$ cat src/ccmm_pkg.sv
// Shared types and constants for the cartridge memory mapper.
package ccmm_pkg;

   localparam int MAIN_RAM_DEPTH = 16384;
   localparam int WORK_RAM_DEPTH = 2048;
   localparam int ROM_DEPTH      = 8192;

   localparam int MAIN_AW = $clog2(MAIN_RAM_DEPTH);
   localparam int WORK_AW = $clog2(WORK_RAM_DEPTH);
   localparam int ROM_AW  = $clog2(ROM_DEPTH);

   // Main RAM, ROM and work RAM share one array, stacked in that order.
   localparam int MAIN_BASE = 0;
   localparam int ROM_BASE  = MAIN_BASE + MAIN_RAM_DEPTH;
   localparam int WORK_BASE = ROM_BASE + ROM_DEPTH;
   localparam int MEM_DEPTH = WORK_BASE + WORK_RAM_DEPTH;
   localparam int MEM_AW    = $clog2(MEM_DEPTH);

   localparam int OP_W   = 3;
   localparam int ADDR_W = 16;
   localparam int DATA_W = 8;

   localparam logic [ADDR_W-1:0] PAGE1_START = 16'h4000;
   localparam logic [ADDR_W-1:0] WORK_START  = 16'h6000;
   localparam logic [ADDR_W-1:0] MAP_END     = 16'h8000;

   localparam logic [DATA_W-1:0] IDLE_BYTE  = 8'hFF;
   localparam logic [DATA_W-1:0] CTRL_RESET = 8'hFF;

   localparam int CTRL_COPY_LED_BIT  = 0;
   localparam int CTRL_PAUSE_LED_BIT = 1;
   localparam int CTRL_PROTECT_BIT   = 2;

   typedef enum logic [OP_W-1:0] {
      OP_MEM_READ  = 3'd0,
      OP_MEM_WRITE = 3'd1,
      OP_IO_READ   = 3'd2,
      OP_IO_WRITE  = 3'd3,
      OP_ROM_LOAD  = 3'd4
   } op_type;

   // Decoded access for one word.
   typedef struct packed {
      logic              mem_en;
      logic              mem_we;
      logic              rd_mem;
      logic [MEM_AW-1:0] mem_addr;
      logic [DATA_W-1:0] imm_data;
      logic              ctrl_we;
   } access_type;

   typedef struct packed {
      logic copy_led_on;
      logic pause_led_on;
      logic page0_read_only;
   } flags_type;

endpackage

$ cat src/ccmm_decode.sv
// Address and operation decoder: maps one bus word onto the shared memory.
module ccmm_decode import ccmm_pkg::*; (
   input  logic [OP_W-1:0]   operation,
   input  logic [ADDR_W-1:0] address,
   input  logic              copy_pressed,
   input  logic              pause_pressed,
   input  logic              cartridge_mode,
   input  logic [DATA_W-1:0] control,
   output access_type        acc
);

   logic in_low;
   logic in_rom;
   logic in_work;
   logic in_high;

   logic [MEM_AW-1:0] main_low_addr;
   logic [MEM_AW-1:0] rom_addr;
   logic [MEM_AW-1:0] work_addr;

   always_comb begin
      in_low  = address < PAGE1_START;
      in_rom  = !in_low && (address < WORK_START);
      in_work = (address >= WORK_START) && (address < MAP_END);
      in_high = (address >= PAGE1_START) && (address < MAP_END);

      main_low_addr = MEM_AW'(MAIN_BASE) + MEM_AW'(address[MAIN_AW-1:0]);
      rom_addr      = MEM_AW'(ROM_BASE) + MEM_AW'(address[ROM_AW-1:0]);
      work_addr     = MEM_AW'(WORK_BASE) + MEM_AW'(address[WORK_AW-1:0]);

      acc          = '0;
      acc.imm_data = IDLE_BYTE;
      acc.mem_addr = main_low_addr;

      case (op_type'(operation))
         OP_MEM_READ: begin
            if (!cartridge_mode) begin
               if (in_low) begin
                  acc.mem_en = 1'b1;
                  acc.rd_mem = 1'b1;
               end else if (in_rom) begin
                  acc.mem_en   = 1'b1;
                  acc.rd_mem   = 1'b1;
                  acc.mem_addr = rom_addr;
               end else if (in_work) begin
                  acc.mem_en   = 1'b1;
                  acc.rd_mem   = 1'b1;
                  acc.mem_addr = work_addr;
               end
            end else if (in_high) begin
               acc.mem_en = 1'b1;
               acc.rd_mem = 1'b1;
            end
         end
         OP_MEM_WRITE: begin
            if (!cartridge_mode) begin
               if (in_low) begin
                  acc.mem_en = !control[CTRL_PROTECT_BIT];
                  acc.mem_we = !control[CTRL_PROTECT_BIT];
               end else if (in_work) begin
                  acc.mem_en   = 1'b1;
                  acc.mem_we   = 1'b1;
                  acc.mem_addr = work_addr;
               end
            end else if (in_high) begin
               acc.mem_en = 1'b1;
               acc.mem_we = 1'b1;
            end
         end
         OP_IO_READ: begin
            // Buttons read active low.
            acc.imm_data = {IDLE_BYTE[DATA_W-1:2], !pause_pressed, !copy_pressed};
         end
         OP_IO_WRITE: begin
            acc.ctrl_we = 1'b1;
         end
         OP_ROM_LOAD: begin
            acc.mem_en   = 1'b1;
            acc.mem_we   = 1'b1;
            acc.mem_addr = rom_addr;
         end
         default: begin
            acc.mem_en = 1'b0;
         end
      endcase
   end

endmodule

$ cat config.mk
export PLATFORM = sky130hd
export DESIGN_NAME = ccmm_decode
export DESIGN_NICKNAME = d
export VERILOG_FILES = /design/src/ccmm_pkg.sv /design/src/ccmm_decode.sv
export SDC_FILE = /design/constraint.sdc
export NUM_CORES = 1
export LEC_CHECK = 0
export BUFFER_PORTS_ARGS = -buffer_cell sky130_fd_sc_hd__clkbuf_2
export CORE_AREA = 2 2 39 41
export DETAILED_ROUTE_END_ITERATION = 7
export DIE_AREA = 0 0 41 43
export PLACE_DENSITY = 0.76
export SLEW_MARGIN = 0
export SYNTH_ARGS = -nofsm -noshare
export SYNTH_HDL_FRONTEND = slang
export SYNTH_SLANG_ARGS = --single-unit
$ cat constraint.sdc
create_clock -name vclk -period 1.41
set_clock_uncertainty 0.1 [all_clocks]
set_input_delay 0.141 -clock vclk [all_inputs]
set_output_delay 0.141 -clock vclk [all_outputs]
set_load 0.01 [all_outputs]
==> metrics.txt <==
DPL Wire Length=532.2 um; P_leak=0.1643 nW; first-pass GRT wire length=676 um; post-DR vias/cell=4.368; area grow syn2layout=7.555%; initial antenna violation count=0; GRT Util Overall=0.05195; I/O Buffers=22; area of the multi-input gates=168.9 um2; required time of the worst setup path=1.17 ns; Fin Setup TNS=0 ns; Final Cell Area=302.8 um2; layout cell share with drive strength beyond 1=0.4423; Synth Instances=42; Routability Congestion=0.4496; YS warnings=0; final hold vios=0; min-delay src=address[1]; outcome=finished clean; routed length per instance=8.824 um; antenna-violating nets left=0; number of max-cap violations=0; Setup WS pre-CTS=0.2041 ns; critical path launch point=cartridge_mode; mapped cell area=281.5 um2; Initial DRC Count=2; Worst setup SP type=input pin; crit share post-route=0.8418; Initial Util=0.2034; overall die height=43 um; NumNets Final=84; total power draw=0.07983 mW; final setup fails=0; Die X=41 um; CP max stage cell=a211oi_1; via count=297; Remaining DRCs=0; Synth Area per Inst=6.703 um2; First-pass DRT Iterations=3; vias in the first global route=190; fmax=842.5 MHz; boundary pin count=57; grt ovf=0; FFs & Latches=0; Reg area=0 um2; FP Rows=14; Cell variety after synth=18; minimum clock period=1.187 ns; sequential-to-total area share from yosys stat=0; cell chain of the critical path=clkbuf_2, nor3b_1, nor2_1, a211oi_1, clkbuf_2; CP Max Fanout=6; DRT Wirelength=600 um; Pins Over Slew Limit=0; CP most frequent cell=clkbuf_2; kind of critical path=input pin to output pin; Post-CTS Setup Inserts=0; Fill cells=167; Setup crit end kind=output pin; post-placement cell area=302.8 um2; core region area=0.001384 mm2; n_diodes=0; worst hold path type=input pin to output pin; PnR worst setup slack=0.2230 ns; clock buffers=0; Hold Buf Count CTS=0; worst vdd ir=0.00004188 V; Largest stage delay, worst path=0.23 ns; arrival time worst endpoint=0.95 ns; post-CTS sizing=0; Die Area=0.001763 mm2; RSZ-0062 raised after global routing=no; Pwr per Cell Area=263.6 mW/mm2; largest net degree at the start of global routing=9
## cell usage after synthesis
library cell	instances	area, um2
buf_4	17	127.6
and3b_1	2	17.52
a211oi_1	1	7.510
a31oi_1	1	6.260
nand3b_1	1	7.510
nor2b_1	2	12.51
nand2b_1	2	12.51
o211ai_1	1	7.510
nor4_1	1	6.260
nor2_1	2	7.510
a21oi_1	2	10.01
o21a_1	2	15.01
nor3_1	1	5.000
inv_2	1	3.750
nand2_1	2	7.510
nor3b_1	2	15.01
a211o_1	1	8.760
conb_1	1	3.750
## logic make-up (layout without fill, tap and decap cells)
| kind of cell | after synthesis | after routing | share of synthesized area |
|---|---|---|---|
| buf+inv | 18 | 23 | 0.4666 |
| simple gates | 15 | 15 | 0.3245 |
| compound gates | 8 | 8 | 0.1956 |
| other cells | 1 | 6 | 0.01332 |
## through the flow
step / std cells / hold slack [ns] / util
floorplan: 47 / 0.2261 / -
global placement: 68 / 0.1821 / 0.2188
finish: 68 / 0.1820 / 0.2188
global route: 68 / 0.1820 / 0.2188
detailed placement: 68 / 0.1821 / 0.2188
CTS: 68 / 0.1821 / 0.2188
## worst max-delay path, delay by kind of cell
family                 cells  cell delay [ns]
AOI/OAI and AO/OA          1             0.23
and+or+nand+nor            2             0.28
buffers and inverters      2             0.30
## worst paths after layout
check | end | slack, ns | cells past startpoint
max | acc[23] | 0.22 | 5
min | acc[10] | 0.18 | 0
## cells in the final DEF (no fill, tap or decap), drive strengths merged
cell    synthesis  routed
conb            1       6
o211ai          1       1
nor4            1       1
a211o           1       1
nor2            2       2
nand2           2       2
and3b           2       2
nor3            1       1
inv             1       1
nor2b           2       2
a211oi          1       1
a31oi           1       1
o21a            2       2
nand2b          2       2
nor3b           2       2
nand3b          1       1
a21oi           2       2
clkbuf          0      22
## layout make-up
cell class,count,area share
multi-input combinational,29,0.5579
timing repair buffer,22,0.3636
tap,16,0.06612
inverter,1,0.01240
## power breakdown
group | leakage [nW] | internal (mW) | switching (mW)
Clock | 0 | 0 | 0
Sequential | 0 | 0 | 0
Combinational | 0.164 | 0.0345 | 0.0453
## layer usage
layer	global-route usage	share of wire	vias up
met1	0.02532	0.36	133
met2	0.1313	0.50	20
met3	0.005236	0.15	0
met5	0	0	-
li1	-	-	144
met4	0.006667	0	0
(Power assumes the default switching activity.)
